<file path="src/ascii_integer_scanner_core_defines.svh">
// Assertion macros used by the integer scanner RTL.
`ifndef ASCII_INTEGER_SCANNER_CORE_DEFINES_SVH
`define ASCII_INTEGER_SCANNER_CORE_DEFINES_SVH
`ifndef SYNTHESIS
// Checked on every rising clock edge while reset is released.
`define AIS_ASSERT(lbl, prop, msg) \
  lbl: assert property (@(posedge clk_i) disable iff (!rst_ni) prop) else $error(msg);
// Checked on every rising clock edge, reset included.
`define AIS_ASSERT_ALWAYS(lbl, prop, msg) \
  lbl: assert property (@(posedge clk_i) prop) else $error(msg);
`else
`define AIS_ASSERT(lbl, prop, msg)
`define AIS_ASSERT_ALWAYS(lbl, prop, msg)
`endif
`endif

</file>
<file path="src/ais_pkg.sv">
// Types and constants of the integer scanner.
`default_nettype none
package ais_pkg;

  localparam int BufferSize = 40;
  // Longest number field in characters.
  localparam logic [5:0] WidthTop = 6'(BufferSize - 1);

  // Conversion modes.
  localparam logic [2:0] ModeAutoSigned = 3'd0;
  localparam logic [2:0] ModeOctUnsigned = 3'd1;
  localparam logic [2:0] ModeDecSigned = 3'd2;
  localparam logic [2:0] ModeDecUnsigned = 3'd3;
  localparam logic [2:0] ModeHexUnsigned = 3'd4;

  // Register indexes of the configuration port.
  localparam logic [1:0] RegConvMode = 2'd0;
  localparam logic [1:0] RegMaxWidth = 2'd1;
  localparam logic [1:0] RegShortResult = 2'd2;

  // Result status codes.
  localparam logic [1:0] StatusConverted = 2'd0;
  localparam logic [1:0] StatusMatchFail = 2'd1;
  localparam logic [1:0] StatusNoField = 2'd2;

  // Number bases; zero means not yet decided (automatic mode).
  localparam logic [4:0] BaseAuto = 5'd0;
  localparam logic [4:0] BaseOct = 5'd8;
  localparam logic [4:0] BaseDec = 5'd10;
  localparam logic [4:0] BaseHex = 5'd16;

  typedef struct packed {
    logic [2:0] conv_mode;
    logic [5:0] max_width;
    logic       short_result;
  } cfg_t;

  typedef struct packed {
    logic        in_number;
    logic        sign_ok;
    logic        no_digits;
    logic        pfx_ok;
    logic        nz_digits;
    logic [4:0]  base;
    logic [31:0] magnitude;
    logic        overflowed;
    logic        is_negative;
    logic [5:0]  char_count;
    logic        last_was_x;
  } state_t;

  typedef struct packed {
    logic [31:0] value;
    logic [1:0]  status;
    logic [5:0]  used_count;
    logic        gave_back;
    logic        stopper_taken;
  } result_t;

  // Scan state after reset: decimal signed mode, skipping whitespace.
  localparam state_t ResetState = '{
    in_number:   1'b0,
    sign_ok:     1'b1,
    no_digits:   1'b1,
    pfx_ok:      1'b0,
    nz_digits:   1'b1,
    base:        BaseDec,
    magnitude:   32'd0,
    overflowed:  1'b0,
    is_negative: 1'b0,
    char_count:  6'd0,
    last_was_x:  1'b0
  };

endpackage
`default_nettype wire

</file>
<file path="src/ais_if.sv">
// Stream interfaces for character words in and result words out.
`default_nettype none
interface ais_char_if;
  logic       valid;
  logic       ready;
  logic [7:0] char_code;
  logic       at_end;

  modport source (output valid, output char_code, output at_end, input ready);
  modport sink (input valid, input char_code, input at_end, output ready);
endinterface

interface ais_result_if;
  logic        valid;
  logic        ready;
  logic [31:0] value;
  logic [1:0]  status;
  logic [5:0]  used_count;
  logic        gave_back;
  logic        stopper_taken;

  modport source (output valid, output value, output status, output used_count,
                  output gave_back, output stopper_taken, input ready);
  modport sink (input valid, input value, input status, input used_count,
                input gave_back, input stopper_taken, output ready);
endinterface
`default_nettype wire

</file>
<file path="src/ais_cfg_regs.sv">
// Configuration registers of the integer scanner.
`default_nettype none
module ais_cfg_regs (
  input  wire logic        clk_i,
  input  wire logic        rst_ni,
  input  wire logic        cfg_we_i,
  input  wire logic [1:0]  cfg_idx_i,
  input  wire logic [5:0]  cfg_wdata_i,
  output ais_pkg::cfg_t    cfg_o
);

  ais_pkg::cfg_t cfg_q, cfg_d;

  always_comb begin
    cfg_d = cfg_q;
    if (cfg_we_i) begin
      unique case (cfg_idx_i)
        ais_pkg::RegConvMode:    cfg_d.conv_mode = cfg_wdata_i[2:0];
        ais_pkg::RegMaxWidth:    cfg_d.max_width = cfg_wdata_i;
        ais_pkg::RegShortResult: cfg_d.short_result = cfg_wdata_i[0];
        default:                 cfg_d = cfg_q;
      endcase
    end
  end

  always_ff @(posedge clk_i or negedge rst_ni) begin
    if (!rst_ni) begin
      cfg_q.conv_mode <= ais_pkg::ModeDecSigned;
      cfg_q.max_width <= 6'd0;
      cfg_q.short_result <= 1'b0;
    end else begin
      cfg_q <= cfg_d;
    end
  end

  assign cfg_o = cfg_q;

endmodule
`default_nettype wire

</file>
<file path="src/ais_step.sv">
// Next-state and result logic for one character of the integer scanner.
`default_nettype none
module ais_step (
  input  wire ais_pkg::cfg_t   cfg_i,
  input  wire ais_pkg::state_t state_i,
  input  wire logic [7:0]      char_code_i,
  input  wire logic            at_end_i,
  output ais_pkg::state_t      state_o,
  output logic                 emit_o,
  output ais_pkg::result_t     result_o
);

  localparam logic [7:0] ChSpace = 8'h20;
  localparam logic [7:0] ChTab = 8'h09;
  localparam logic [7:0] ChCr = 8'h0D;
  localparam logic [7:0] ChZero = 8'h30;
  localparam logic [7:0] ChOne = 8'h31;
  localparam logic [7:0] ChSeven = 8'h37;
  localparam logic [7:0] ChNine = 8'h39;
  localparam logic [7:0] ChUpA = 8'h41;
  localparam logic [7:0] ChUpF = 8'h46;
  localparam logic [7:0] ChLowA = 8'h61;
  localparam logic [7:0] ChLowF = 8'h66;
  localparam logic [7:0] ChPlus = 8'h2B;
  localparam logic [7:0] ChMinus = 8'h2D;
  localparam logic [7:0] ChUpX = 8'h58;
  localparam logic [7:0] ChLowX = 8'h78;

  function automatic logic mode_unsigned(input logic [2:0] mode);
    return mode == ais_pkg::ModeOctUnsigned || mode == ais_pkg::ModeDecUnsigned ||
           mode == ais_pkg::ModeHexUnsigned;
  endfunction

  function automatic logic [31:0] mag_limit(input logic uns, input logic neg);
    logic [31:0] lim;
    if (uns) lim = 32'hFFFF_FFFF;
    else if (neg) lim = 32'h8000_0000;
    else lim = 32'h7FFF_FFFF;
    return lim;
  endfunction

  // Fresh field state; base and prefix permission follow the mode.
  function automatic ais_pkg::state_t load_state(input logic [2:0] mode);
    ais_pkg::state_t s;
    s = ais_pkg::ResetState;
    unique case (mode)
      ais_pkg::ModeAutoSigned:  s.base = ais_pkg::BaseAuto;
      ais_pkg::ModeOctUnsigned: s.base = ais_pkg::BaseOct;
      ais_pkg::ModeHexUnsigned: begin
        s.base = ais_pkg::BaseHex;
        s.pfx_ok = 1'b1;
      end
      default:                  s.base = ais_pkg::BaseDec;
    endcase
    return s;
  endfunction

  ais_pkg::state_t  eff;
  ais_pkg::state_t  work;
  ais_pkg::state_t  fin_src;
  ais_pkg::result_t fin;
  logic             ok;
  logic             xch;
  logic             dig_en;
  logic [3:0]       dig;
  logic [35:0]      prod;
  logic [35:0]      acc;
  logic [31:0]      lim;
  logic [31:0]      fin_lim;
  logic             fin_ovf;
  logic             fin_uns;
  logic [5:0]       width_lim;
  logic             is_space;
  logic             at_limit;
  logic             taken;

  always_comb begin
    is_space = char_code_i == ChSpace || (char_code_i >= ChTab && char_code_i <= ChCr);
    eff = state_i.in_number ? state_i : load_state(cfg_i.conv_mode);
    work = eff;
    ok = 1'b0;
    xch = 1'b0;
    dig_en = 1'b0;
    dig = 4'd0;

    if (char_code_i == ChZero) begin
      if (work.base == ais_pkg::BaseAuto) begin
        work.base = ais_pkg::BaseOct;
        work.pfx_ok = 1'b1;
      end
      // A leading zero keeps the prefix open; a later zero closes it.
      if (work.nz_digits) begin
        work.nz_digits = 1'b0;
      end else begin
        work.pfx_ok = 1'b0;
      end
      work.sign_ok = 1'b0;
      work.no_digits = 1'b0;
      dig_en = 1'b1;
      ok = 1'b1;
    end else if (char_code_i >= ChOne && char_code_i <= ChNine) begin
      if (work.base == ais_pkg::BaseAuto) work.base = ais_pkg::BaseDec;
      if (char_code_i <= ChSeven || work.base > ais_pkg::BaseOct) begin
        work.sign_ok = 1'b0;
        work.pfx_ok = 1'b0;
        work.no_digits = 1'b0;
        dig_en = 1'b1;
        dig = char_code_i[3:0];
        ok = 1'b1;
      end
    end else if ((char_code_i >= ChLowA && char_code_i <= ChLowF) ||
                 (char_code_i >= ChUpA && char_code_i <= ChUpF)) begin
      if (work.base > ais_pkg::BaseDec) begin
        work.sign_ok = 1'b0;
        work.pfx_ok = 1'b0;
        work.no_digits = 1'b0;
        dig_en = 1'b1;
        // Letters a to f have low nibbles 1 to 6.
        dig = char_code_i[3:0] + 4'd9;
        ok = 1'b1;
      end
    end else if (char_code_i == ChPlus || char_code_i == ChMinus) begin
      if (work.sign_ok) begin
        work.sign_ok = 1'b0;
        work.is_negative = char_code_i == ChMinus;
        ok = 1'b1;
      end
    end else if (char_code_i == ChLowX || char_code_i == ChUpX) begin
      if (work.pfx_ok && work.char_count == 6'd1) begin
        work.base = ais_pkg::BaseHex;
        work.pfx_ok = 1'b0;
        ok = 1'b1;
        xch = 1'b1;
      end
    end

    // Multiply-add by shifts: base is 8, 10 or 16 whenever a digit is taken.
    if (work.base == ais_pkg::BaseHex) prod = {work.magnitude, 4'd0};
    else if (work.base == ais_pkg::BaseOct) prod = {1'b0, work.magnitude, 3'd0};
    else prod = {1'b0, work.magnitude, 3'd0} + {3'd0, work.magnitude, 1'b0};
    acc = prod + {32'd0, dig};
    lim = mag_limit(mode_unsigned(cfg_i.conv_mode), work.is_negative);
    if (dig_en && !work.overflowed) begin
      if (acc > {4'd0, lim}) begin
        work.overflowed = 1'b1;
        work.magnitude = lim;
      end else begin
        work.magnitude = acc[31:0];
      end
    end

    work.char_count = work.char_count + 6'd1;
    work.last_was_x = xch;
    work.in_number = 1'b1;

    width_lim = (cfg_i.max_width == 6'd0 || cfg_i.max_width > ais_pkg::WidthTop) ?
                ais_pkg::WidthTop : cfg_i.max_width;
    at_limit = work.char_count >= width_lim;

    // Closing the field: from the updated state when the character was taken.
    taken = ok && !at_end_i;
    fin_src = taken ? work : eff;
    fin_uns = mode_unsigned(cfg_i.conv_mode);
    fin_lim = mag_limit(fin_uns, fin_src.is_negative);
    fin_ovf = fin_src.overflowed || fin_src.magnitude > fin_lim;
    fin.value = 32'd0;
    fin.status = ais_pkg::StatusMatchFail;
    fin.used_count = 6'd0;
    fin.gave_back = |fin_src.char_count;
    fin.stopper_taken = taken;
    if (!fin_src.no_digits) begin
      fin.gave_back = fin_src.last_was_x;
      fin.used_count = fin_src.char_count - {5'd0, fin_src.last_was_x};
      fin.status = ais_pkg::StatusConverted;
      if (fin_ovf) fin.value = fin_uns ? 32'hFFFF_FFFF : fin_lim;
      else if (fin_src.is_negative) fin.value = 32'd0 - fin_src.magnitude;
      else fin.value = fin_src.magnitude;
      if (cfg_i.short_result) fin.value = {16'd0, fin.value[15:0]};
    end

    emit_o = 1'b0;
    state_o = state_i;
    result_o = fin;
    priority if (!state_i.in_number && at_end_i) begin
      emit_o = 1'b1;
      result_o = '{value: 32'd0, status: ais_pkg::StatusNoField, used_count: 6'd0,
                   gave_back: 1'b0, stopper_taken: 1'b0};
      state_o = load_state(cfg_i.conv_mode);
    end else if (!state_i.in_number && is_space) begin
      state_o = state_i;
    end else if (at_end_i || !ok || at_limit) begin
      emit_o = 1'b1;
      state_o = load_state(cfg_i.conv_mode);
    end else begin
      state_o = work;
    end
  end

endmodule
`default_nettype wire

</file>
<file path="src/ascii_integer_scanner_core.sv">
// Top level of the scanf-style integer scanner.
// A character word accepted into the input register is processed by the step stage,
// and a result it closes is registered in the result register and offered on the output.
// Throughput: one character word per cycle while the result register is free to take a result.
// Reset: asynchronous, active low; the scanner skips whitespace in decimal signed mode.
// No clearing pass is needed after reset.
`default_nettype none
`include "ascii_integer_scanner_core_defines.svh"
module ascii_integer_scanner_core (
  input  wire logic        clk_i,
  input  wire logic        rst_ni,
  ais_char_if.sink         in_i,
  ais_result_if.source     out_o,
  input  wire logic        cfg_we_i,
  input  wire logic [1:0]  cfg_idx_i,
  input  wire logic [5:0]  cfg_wdata_i
);

  ais_pkg::cfg_t    cfg;
  ais_pkg::state_t  state_q, state_d;
  ais_pkg::result_t step_res;
  ais_pkg::result_t out_data_q;
  logic             step_emit;

  // Input register: holds one accepted character word until the step stage takes it.
  logic       s1_valid_q;
  logic [7:0] s1_char_q;
  logic       s1_end_q;

  logic out_valid_q;
  logic out_free;
  logic s1_fire;
  logic in_acc;

  ais_cfg_regs u_cfg (
    .clk_i       (clk_i),
    .rst_ni      (rst_ni),
    .cfg_we_i    (cfg_we_i),
    .cfg_idx_i   (cfg_idx_i),
    .cfg_wdata_i (cfg_wdata_i),
    .cfg_o       (cfg)
  );

  // The result register is free when empty or when its word leaves this cycle,
  // so the step stage never waits on an idle output.
  assign out_free = !out_valid_q || out_o.ready;
  assign s1_fire = s1_valid_q && out_free;
  // The input register refills in the same cycle it empties.
  assign in_i.ready = !s1_valid_q || s1_fire;
  assign in_acc = in_i.valid && in_i.ready;

  ais_step u_step (
    .cfg_i       (cfg),
    .state_i     (state_q),
    .char_code_i (s1_char_q),
    .at_end_i    (s1_end_q),
    .state_o     (state_d),
    .emit_o      (step_emit),
    .result_o    (step_res)
  );

  always_ff @(posedge clk_i or negedge rst_ni) begin
    if (!rst_ni) begin
      s1_valid_q <= 1'b0;
      out_valid_q <= 1'b0;
      state_q <= ais_pkg::ResetState;
    end else begin
      if (in_acc) s1_valid_q <= 1'b1;
      else if (s1_fire) s1_valid_q <= 1'b0;

      if (s1_fire) state_q <= state_d;

      if (s1_fire && step_emit) out_valid_q <= 1'b1;
      else if (out_o.ready) out_valid_q <= 1'b0;
    end
  end

  // Payload registers carry no reset.
  always_ff @(posedge clk_i) begin
    if (in_acc) begin
      s1_char_q <= in_i.char_code;
      s1_end_q <= in_i.at_end;
    end
    if (s1_fire && step_emit) out_data_q <= step_res;
  end

  assign out_o.valid = out_valid_q;
  assign out_o.value = out_data_q.value;
  assign out_o.status = out_data_q.status;
  assign out_o.used_count = out_data_q.used_count;
  assign out_o.gave_back = out_data_q.gave_back;
  assign out_o.stopper_taken = out_data_q.stopper_taken;

  // Between fields the state is always freshly loaded.
  `AIS_ASSERT(a_idle_clear, !state_q.in_number |-> state_q.char_count == '0, "idle count set")
  // A field closes as soon as it reaches the width limit.
  `AIS_ASSERT(a_count_below_top, state_q.char_count < ais_pkg::WidthTop, "count at limit")
  // A word taken by the step stage without a refill leaves the input register empty.
  `AIS_ASSERT(a_s1_drains, (s1_fire && !in_acc) |=> !s1_valid_q, "input word kept")
  // A result word that is not taken stays offered.
  `AIS_ASSERT(a_out_held, out_valid_q && !out_o.ready |=> out_valid_q, "result word dropped")

endmodule
`default_nettype wire

</file>
<file path="src/flat_wrapper.sv">
// flat-port wrapper written by rule: the top's interface ports become plain ports
module ascii_integer_scanner_core_flat 
  (clk_i, rst_ni, cfg_we_i, cfg_idx_i, cfg_wdata_i, in_i_valid, in_i_char_code, in_i_at_end, in_i_ready, out_o_valid, out_o_value, out_o_status, out_o_used_count, out_o_gave_back, out_o_stopper_taken, out_o_ready);
  ais_char_if in_i_i ();
  ais_result_if out_o_i ();
  input  wire logic clk_i;
  input  wire logic rst_ni;
  input  wire logic cfg_we_i;
  input  wire logic [1:0] cfg_idx_i;
  input  wire logic [5:0] cfg_wdata_i;
  input wire logic [$bits(in_i_i.valid)-1:0] in_i_valid;
  input wire logic [$bits(in_i_i.char_code)-1:0] in_i_char_code;
  input wire logic [$bits(in_i_i.at_end)-1:0] in_i_at_end;
  output wire logic [$bits(in_i_i.ready)-1:0] in_i_ready;
  output wire logic [$bits(out_o_i.valid)-1:0] out_o_valid;
  output wire logic [$bits(out_o_i.value)-1:0] out_o_value;
  output wire logic [$bits(out_o_i.status)-1:0] out_o_status;
  output wire logic [$bits(out_o_i.used_count)-1:0] out_o_used_count;
  output wire logic [$bits(out_o_i.gave_back)-1:0] out_o_gave_back;
  output wire logic [$bits(out_o_i.stopper_taken)-1:0] out_o_stopper_taken;
  input wire logic [$bits(out_o_i.ready)-1:0] out_o_ready;
  assign in_i_i.valid = in_i_valid;
  assign in_i_i.char_code = in_i_char_code;
  assign in_i_i.at_end = in_i_at_end;
  assign in_i_ready = in_i_i.ready;
  assign out_o_valid = out_o_i.valid;
  assign out_o_value = out_o_i.value;
  assign out_o_status = out_o_i.status;
  assign out_o_used_count = out_o_i.used_count;
  assign out_o_gave_back = out_o_i.gave_back;
  assign out_o_stopper_taken = out_o_i.stopper_taken;
  assign out_o_i.ready = out_o_ready;
  ascii_integer_scanner_core u_core (.clk_i(clk_i), .rst_ni(rst_ni), .in_i(in_i_i), .out_o(out_o_i), .cfg_we_i(cfg_we_i), .cfg_idx_i(cfg_idx_i), .cfg_wdata_i(cfg_wdata_i));
endmodule
</file>
<file path="config.mk">
export PLATFORM = sky130hd
export DESIGN_NAME = ascii_integer_scanner_core_flat
export DESIGN_NICKNAME = d
export VERILOG_FILES = /design/src/ais_pkg.sv /design/src/ais_if.sv /design/src/ais_cfg_regs.sv /design/src/ais_step.sv /design/src/ascii_integer_scanner_core.sv /design/src/flat_wrapper.sv
export VERILOG_INCLUDE_DIRS = /design/src /design/src/src
export SDC_FILE = /design/constraint.sdc
export NUM_CORES = 1
export LEC_CHECK = 0
export BUFFER_PORTS_ARGS = -buffer_cell sky130_fd_sc_hd__buf_2
export CORE_UTILIZATION = 49
export CTS_CLUSTER_DIAMETER = 150
export DETAILED_ROUTE_END_ITERATION = 8
export HOLD_SLACK_MARGIN = 0.02
export PLACE_DENSITY = 0.75
export SETUP_SLACK_MARGIN = 0.3
export SYNTH_ARGS = -nofsm -noshare
export SYNTH_HDL_FRONTEND = slang
export SYNTH_SLANG_ARGS = --single-unit
</file>
<file path="constraint.sdc">
create_clock -name clk_i -period 13.2 [get_ports clk_i]
set_clock_uncertainty 0.05 [all_clocks]
set_input_delay 2.64 -clock clk_i [delete_from_list [all_inputs] [get_ports clk_i]]
set_output_delay 2.64 -clock clk_i [all_outputs]
set_load 0.05 [all_outputs]
</file>
==> impl_metrics.xml <==
<?xml version="1.0" encoding="UTF-8"?>
<metrics>
  <group name="detailed_routing">
    <metric name="vias_per_cell" unit="">6.32</metric>
    <metric name="wl_per_cell" unit="um">18.9</metric>
    <metric name="totalWireLength" unit="mm">35.6</metric>
    <metric name="route.detailed.drc" unit="">0</metric>
    <metric name="drt.antenna.violating_nets" unit="">0</metric>
    <metric name="detailedRoute.firstPassIterationCount" unit="">6</metric>
    <metric name="first_iter_violations" unit="">1199</metric>
    <metric name="vias" unit="">11900</metric>
  </group>
  <group name="floorplan">
    <metric name="core.rowCount" unit="">57</metric>
    <metric name="die_area" unit="sq um">25700</metric>
    <metric name="initial_utilization" unit="%">50.1</metric>
    <metric name="coreArea" unit="sq um">24500</metric>
    <metric name="die_width" unit="um">160</metric>
    <metric name="chipHeight" unit="um">160</metric>
    <metric name="io-pin-count" unit="">66</metric>
  </group>
  <group name="synthesis">
    <metric name="synth_seq_area_share" unit="%">25.4</metric>
    <metric name="post_synth_instance_area" unit="sq um">12300</metric>
    <metric name="synth_area_per_cell" unit="sq um">8.04</metric>
    <metric name="synthFlopType" unit="">dfrtp_1</metric>
    <metric name="yosys.cell_types.count" unit="">104</metric>
    <metric name="synth-seq-cells" unit="">114</metric>
    <metric name="synth_enable_flop_cells" unit="">51</metric>
    <metric name="yosys_warning_count" unit="">0</metric>
    <metric name="mappedNetlistNets" unit="">1661</metric>
    <metric name="synth-async-reset-ratio" unit="%">55.3</metric>
    <metric name="synthesis.instances" unit="">1525</metric>
  </group>
  <group name="global_routing">
    <metric name="grt_util_met1" unit="%">40.0</metric>
    <metric name="first_global_vias" unit="">11149</metric>
    <metric name="grtUsageMet3" unit="%">4.21</metric>
    <metric name="antenna_violations_before_repair" unit="">0</metric>
    <metric name="met2_usage" unit="%">43.6</metric>
    <metric name="grt_first_pass_wirelength" unit="mm">57.9</metric>
    <metric name="grt_overflow" unit="">0</metric>
    <metric name="grt_max_degree" unit="">64</metric>
    <metric name="grt-busiest-layer" unit="">met2</metric>
    <metric name="global_route.usage.total" unit="%">28.0</metric>
  </group>
  <group name="sta">
    <metric name="setup_total_neg_slack" unit="ns">0</metric>
    <metric name="report.final.slew_viol_count" unit="">0</metric>
    <metric name="fmax" unit="GHz">0.0859</metric>
    <metric name="timing.slew.headroom" unit="%">23.4</metric>
    <metric name="final_min_period_over_clock_period" unit="%">88.2</metric>
    <metric name="worst_slew_pin_slew" unit="ns">1.15</metric>
    <metric name="setup_violations" unit="">0</metric>
    <metric name="hold_violations" unit="">0</metric>
    <metric name="timing.final.crit_period" unit="ns">11.65</metric>
    <metric name="rsz0062_at_grt" unit="">no</metric>
  </group>
  <group name="placed_design">
    <metric name="numPortBuffers" unit="">65</metric>
    <metric name="hpwlAfterDp" unit="mm">27.3</metric>
    <metric name="gp_congestion" unit="">0.931</metric>
  </group>
  <group name="power_and_ir_drop">
    <metric name="worst_ir_drop_vdd" unit="mV">0.0832</metric>
    <metric name="internal-power" unit="W">0.000787</metric>
    <metric name="finalPower" unit="W">0.00125</metric>
    <metric name="power_switching" unit="W">0.000460</metric>
    <metric name="switching_share" unit="%">36.9</metric>
    <metric name="clockPowerShare" unit="%">38.3</metric>
    <metric name="comb_power_share" unit="%">27.8</metric>
    <metric name="share_seq_of_total_power" unit="%">33.9</metric>
    <metric name="power.static_leakage" unit="nW">5.85</metric>
    <metric name="power-per-cell-area" unit="nW/um^2">93.1</metric>
  </group>
  <group name="finish">
    <metric name="final_layout_size_suffix_gt1_share" unit="%">12.1</metric>
    <metric name="most_frequent_standard_cell_in_the_layout_excluding_fill_and_tap_cells" unit="">nand2_1</metric>
    <metric name="layout-area-overhead-vs-synth" unit="%">9.25</metric>
    <metric name="final-seq-area" unit="sq um">3120</metric>
    <metric name="mostFrequentLayoutCells" unit="">172 x nand2_1, 156 x nor2_1, 121 x a21oi_1</metric>
    <metric name="footprint_of_the_multi_input_gates" unit="sq um">8610</metric>
    <metric name="count_of_filler_cells_inserted_in_the_layout" unit="">2265</metric>
    <metric name="insertedDiodeCount" unit="">0</metric>
    <metric name="fin_nets" unit="">1681</metric>
  </group>
  <group name="clock_network">
    <metric name="clock_sink_count" unit="">114</metric>
    <metric name="cts_tree" unit="">built</metric>
    <metric name="cts_setup_buffers" unit="">0</metric>
    <metric name="clock_root_buffer" unit="">clkbuf_16</metric>
    <metric name="worst_skew_pair.late_latency" unit="ns">0.42</metric>
    <metric name="tritoncts.num_buffers" unit="">17</metric>
    <metric name="htree_num_levels" unit="">4</metric>
    <metric name="post_cts_resize_count" unit="">0</metric>
    <metric name="cts.hold.buffers_added" unit="">0</metric>
    <metric name="worst_setup_hold_path_clk_slew" unit="ns">0.06</metric>
    <metric name="max-clock-path-buffers" unit="">2</metric>
  </group>
  <group name="worst_setup_path">
    <metric name="critPathMaxFanout" unit="">34</metric>
    <metric name="critical_path.startpoint_type" unit="">register</metric>
    <metric name="data_required_critical_path" unit="ns">13.33</metric>
    <metric name="critPathKind" unit="">register to register</metric>
    <metric name="crit_arrival" unit="ns">11.77</metric>
    <metric name="crit_path_end_kind" unit="">register</metric>
    <metric name="worst_path_slowest_cell" unit="">dfrtp_2</metric>
    <metric name="worst_path_dominant_cell_family" unit="">compound AO/OA/AOI/OAI gates</metric>
    <metric name="crit_path_frequent_cell" unit="">o21ai_0</metric>
    <metric name="critical_path.max_stage_delay" unit="ns">0.73</metric>
    <metric name="worstPathBufferInverterCount" unit="">3</metric>
  </group>
  <group name="run">
    <metric name="max_cap_violations" unit="">0</metric>
  </group>
  <group name="hold_path">
    <metric name="hold_wc_path_type" unit="">register to register</metric>
  </group>
  <group name="run_status">
    <metric name="status" unit="">finished clean</metric>
  </group>
</metrics>
==> worst reg2reg max path, delay by kind of cell, from the launching register on <==
kind                     cells  cell delay [ns]
XOR/XNOR                     1             0.51
buffers and inverters        3             0.41
adder cells (fa/ha/maj)      4             1.20
AND/OR/NAND/NOR             14             2.85
multiplexers                 1             0.45
AO/OA/AOI/OAI               25             5.19
flip-flops                   1             0.73
==> routing by layer <==
layer	vias to the layer above	share of wire, %
li1	5724	-
met1	5560	46
met2	552	44
met3	64	7.8
met4	0	2.2
met5	-	0
==> power groups by stage <==
stage | logic [W] | registers, W | clock network (W)
floorplan | 0.000222 | 0.000465 | 0
global placement | 0.000335 | 0.000428 | 0
detailed placement | 0.000340 | 0.000429 | 0
CTS | 0.000341 | 0.000422 | 0.000481
global route | 0.000373 | 0.000426 | 0.000496
finish | 0.000347 | 0.000423 | 0.000478
==> cell usage after synthesis (10+ instances only) <==
cell type | number | area [sq um]
nand2_1 | 172 | 646
nor2_1 | 158 | 593
a21oi_1 | 121 | 606
ha_1 | 112 | 1400
o21ai_0 | 98 | 490
clkbuf_1 | 59 | 221
dfrtp_1 | 57 | 1430
inv_1 | 54 | 203
edfxtp_1 | 51 | 1530
xnor2_1 | 51 | 447
nor3_1 | 34 | 170
a21o_1 | 33 | 248
xor2_1 | 31 | 272
nand2b_1 | 27 | 169
nand3_1 | 24 | 120
nand4_1 | 24 | 150
nor2b_1 | 20 | 125
o21ai_1 | 19 | 95.1
a31oi_1 | 17 | 106
and2_1 | 17 | 106
nor4_1 | 16 | 100
o211ai_1 | 16 | 120
o22ai_1 | 16 | 100
o31ai_1 | 16 | 120
buf_2 | 15 | 75.1
a22oi_1 | 13 | 97.6
o21a_1 | 13 | 97.6
mux2_2 | 12 | 135
a41oi_1 | 11 | 96.3
and3_1 | 10 | 62.6
==> logic make-up (layout without fill, tap and decap cells) <==
kind of cell / count (synthesis) / count (layout) / synth area share (%)
adders and majority gates: 114 / 114 / 11.8
and+or+nand+nor: 562 / 562 / 22.8
xor gates and xnor gates: 82 / 82 / 5.86
muxes: 18 / 18 / 1.62
AOI/OAI and AO/OA: 498 / 498 / 28.0
DFF: 114 / 114 / 25.4
buffers and inverters: 137 / 170 / 4.59
==> flip-flops by register name, summed over array words and instances (netlist names) <==
signal,flops
u_core.out_o.gave_back,1
u_core.out_o.status,2
u_core.out_o.stopper_taken,1
u_core.out_o.used_count,6
u_core.out_o.valid,1
u_core.out_o.value,32
u_core.s1_char_q,8
u_core.s1_end_q,1
u_core.s1_valid_q,1
u_core.state_q,51
u_core.u_cfg.cfg_o,10
==> cell type report <==
type / instances / area share, %
clock buffers: 17 / 3.17
clock inverters: 15 / 1.31
inverters: 54 / 1.51
multi-input cells: 1274 / 64.2
flip-flops and latches: 114 / 23.3
well taps: 324 / 3.03
repair buffers: 84 / 3.49
==> worst paths after layout <==
kind,end,depth (start not counted),slack [ns],start
max,u_core.out_o.value[29],48,1.55,u_core.state_q[50]
min,u_core.state_q[34],1,0.43,u_core.state_q[34]
max reg2reg,u_core.out_o.value[29],48,1.55,u_core.state_q[50]
min reg2reg,u_core.state_q[34],1,0.43,u_core.state_q[34]
max in group asynchronous,u_core.state_q[50],2,10.16,rst_ni
min in group asynchronous,u_core.out_o.valid,2,2.34,rst_ni
==> through the flow <==
stage          instance area [sq um]  util (%)  setup slack (ns)  std cells  hold WS [ns]
2_1_floorplan                  12300         -              2.28       1525         0.389
6_report                       13400      54.8              1.55       1882         0.428
3_3_place_gp                   12800      52.3              1.99       1850         0.405
4_1_cts                        13400      54.8              1.69       1882         0.431
5_1_grt                        13400      54.8             0.446       1882         0.459
3_5_place_dp                   12800      52.3              1.72       1850         0.413
Note: power is estimated with default switching activity, not from simulation.
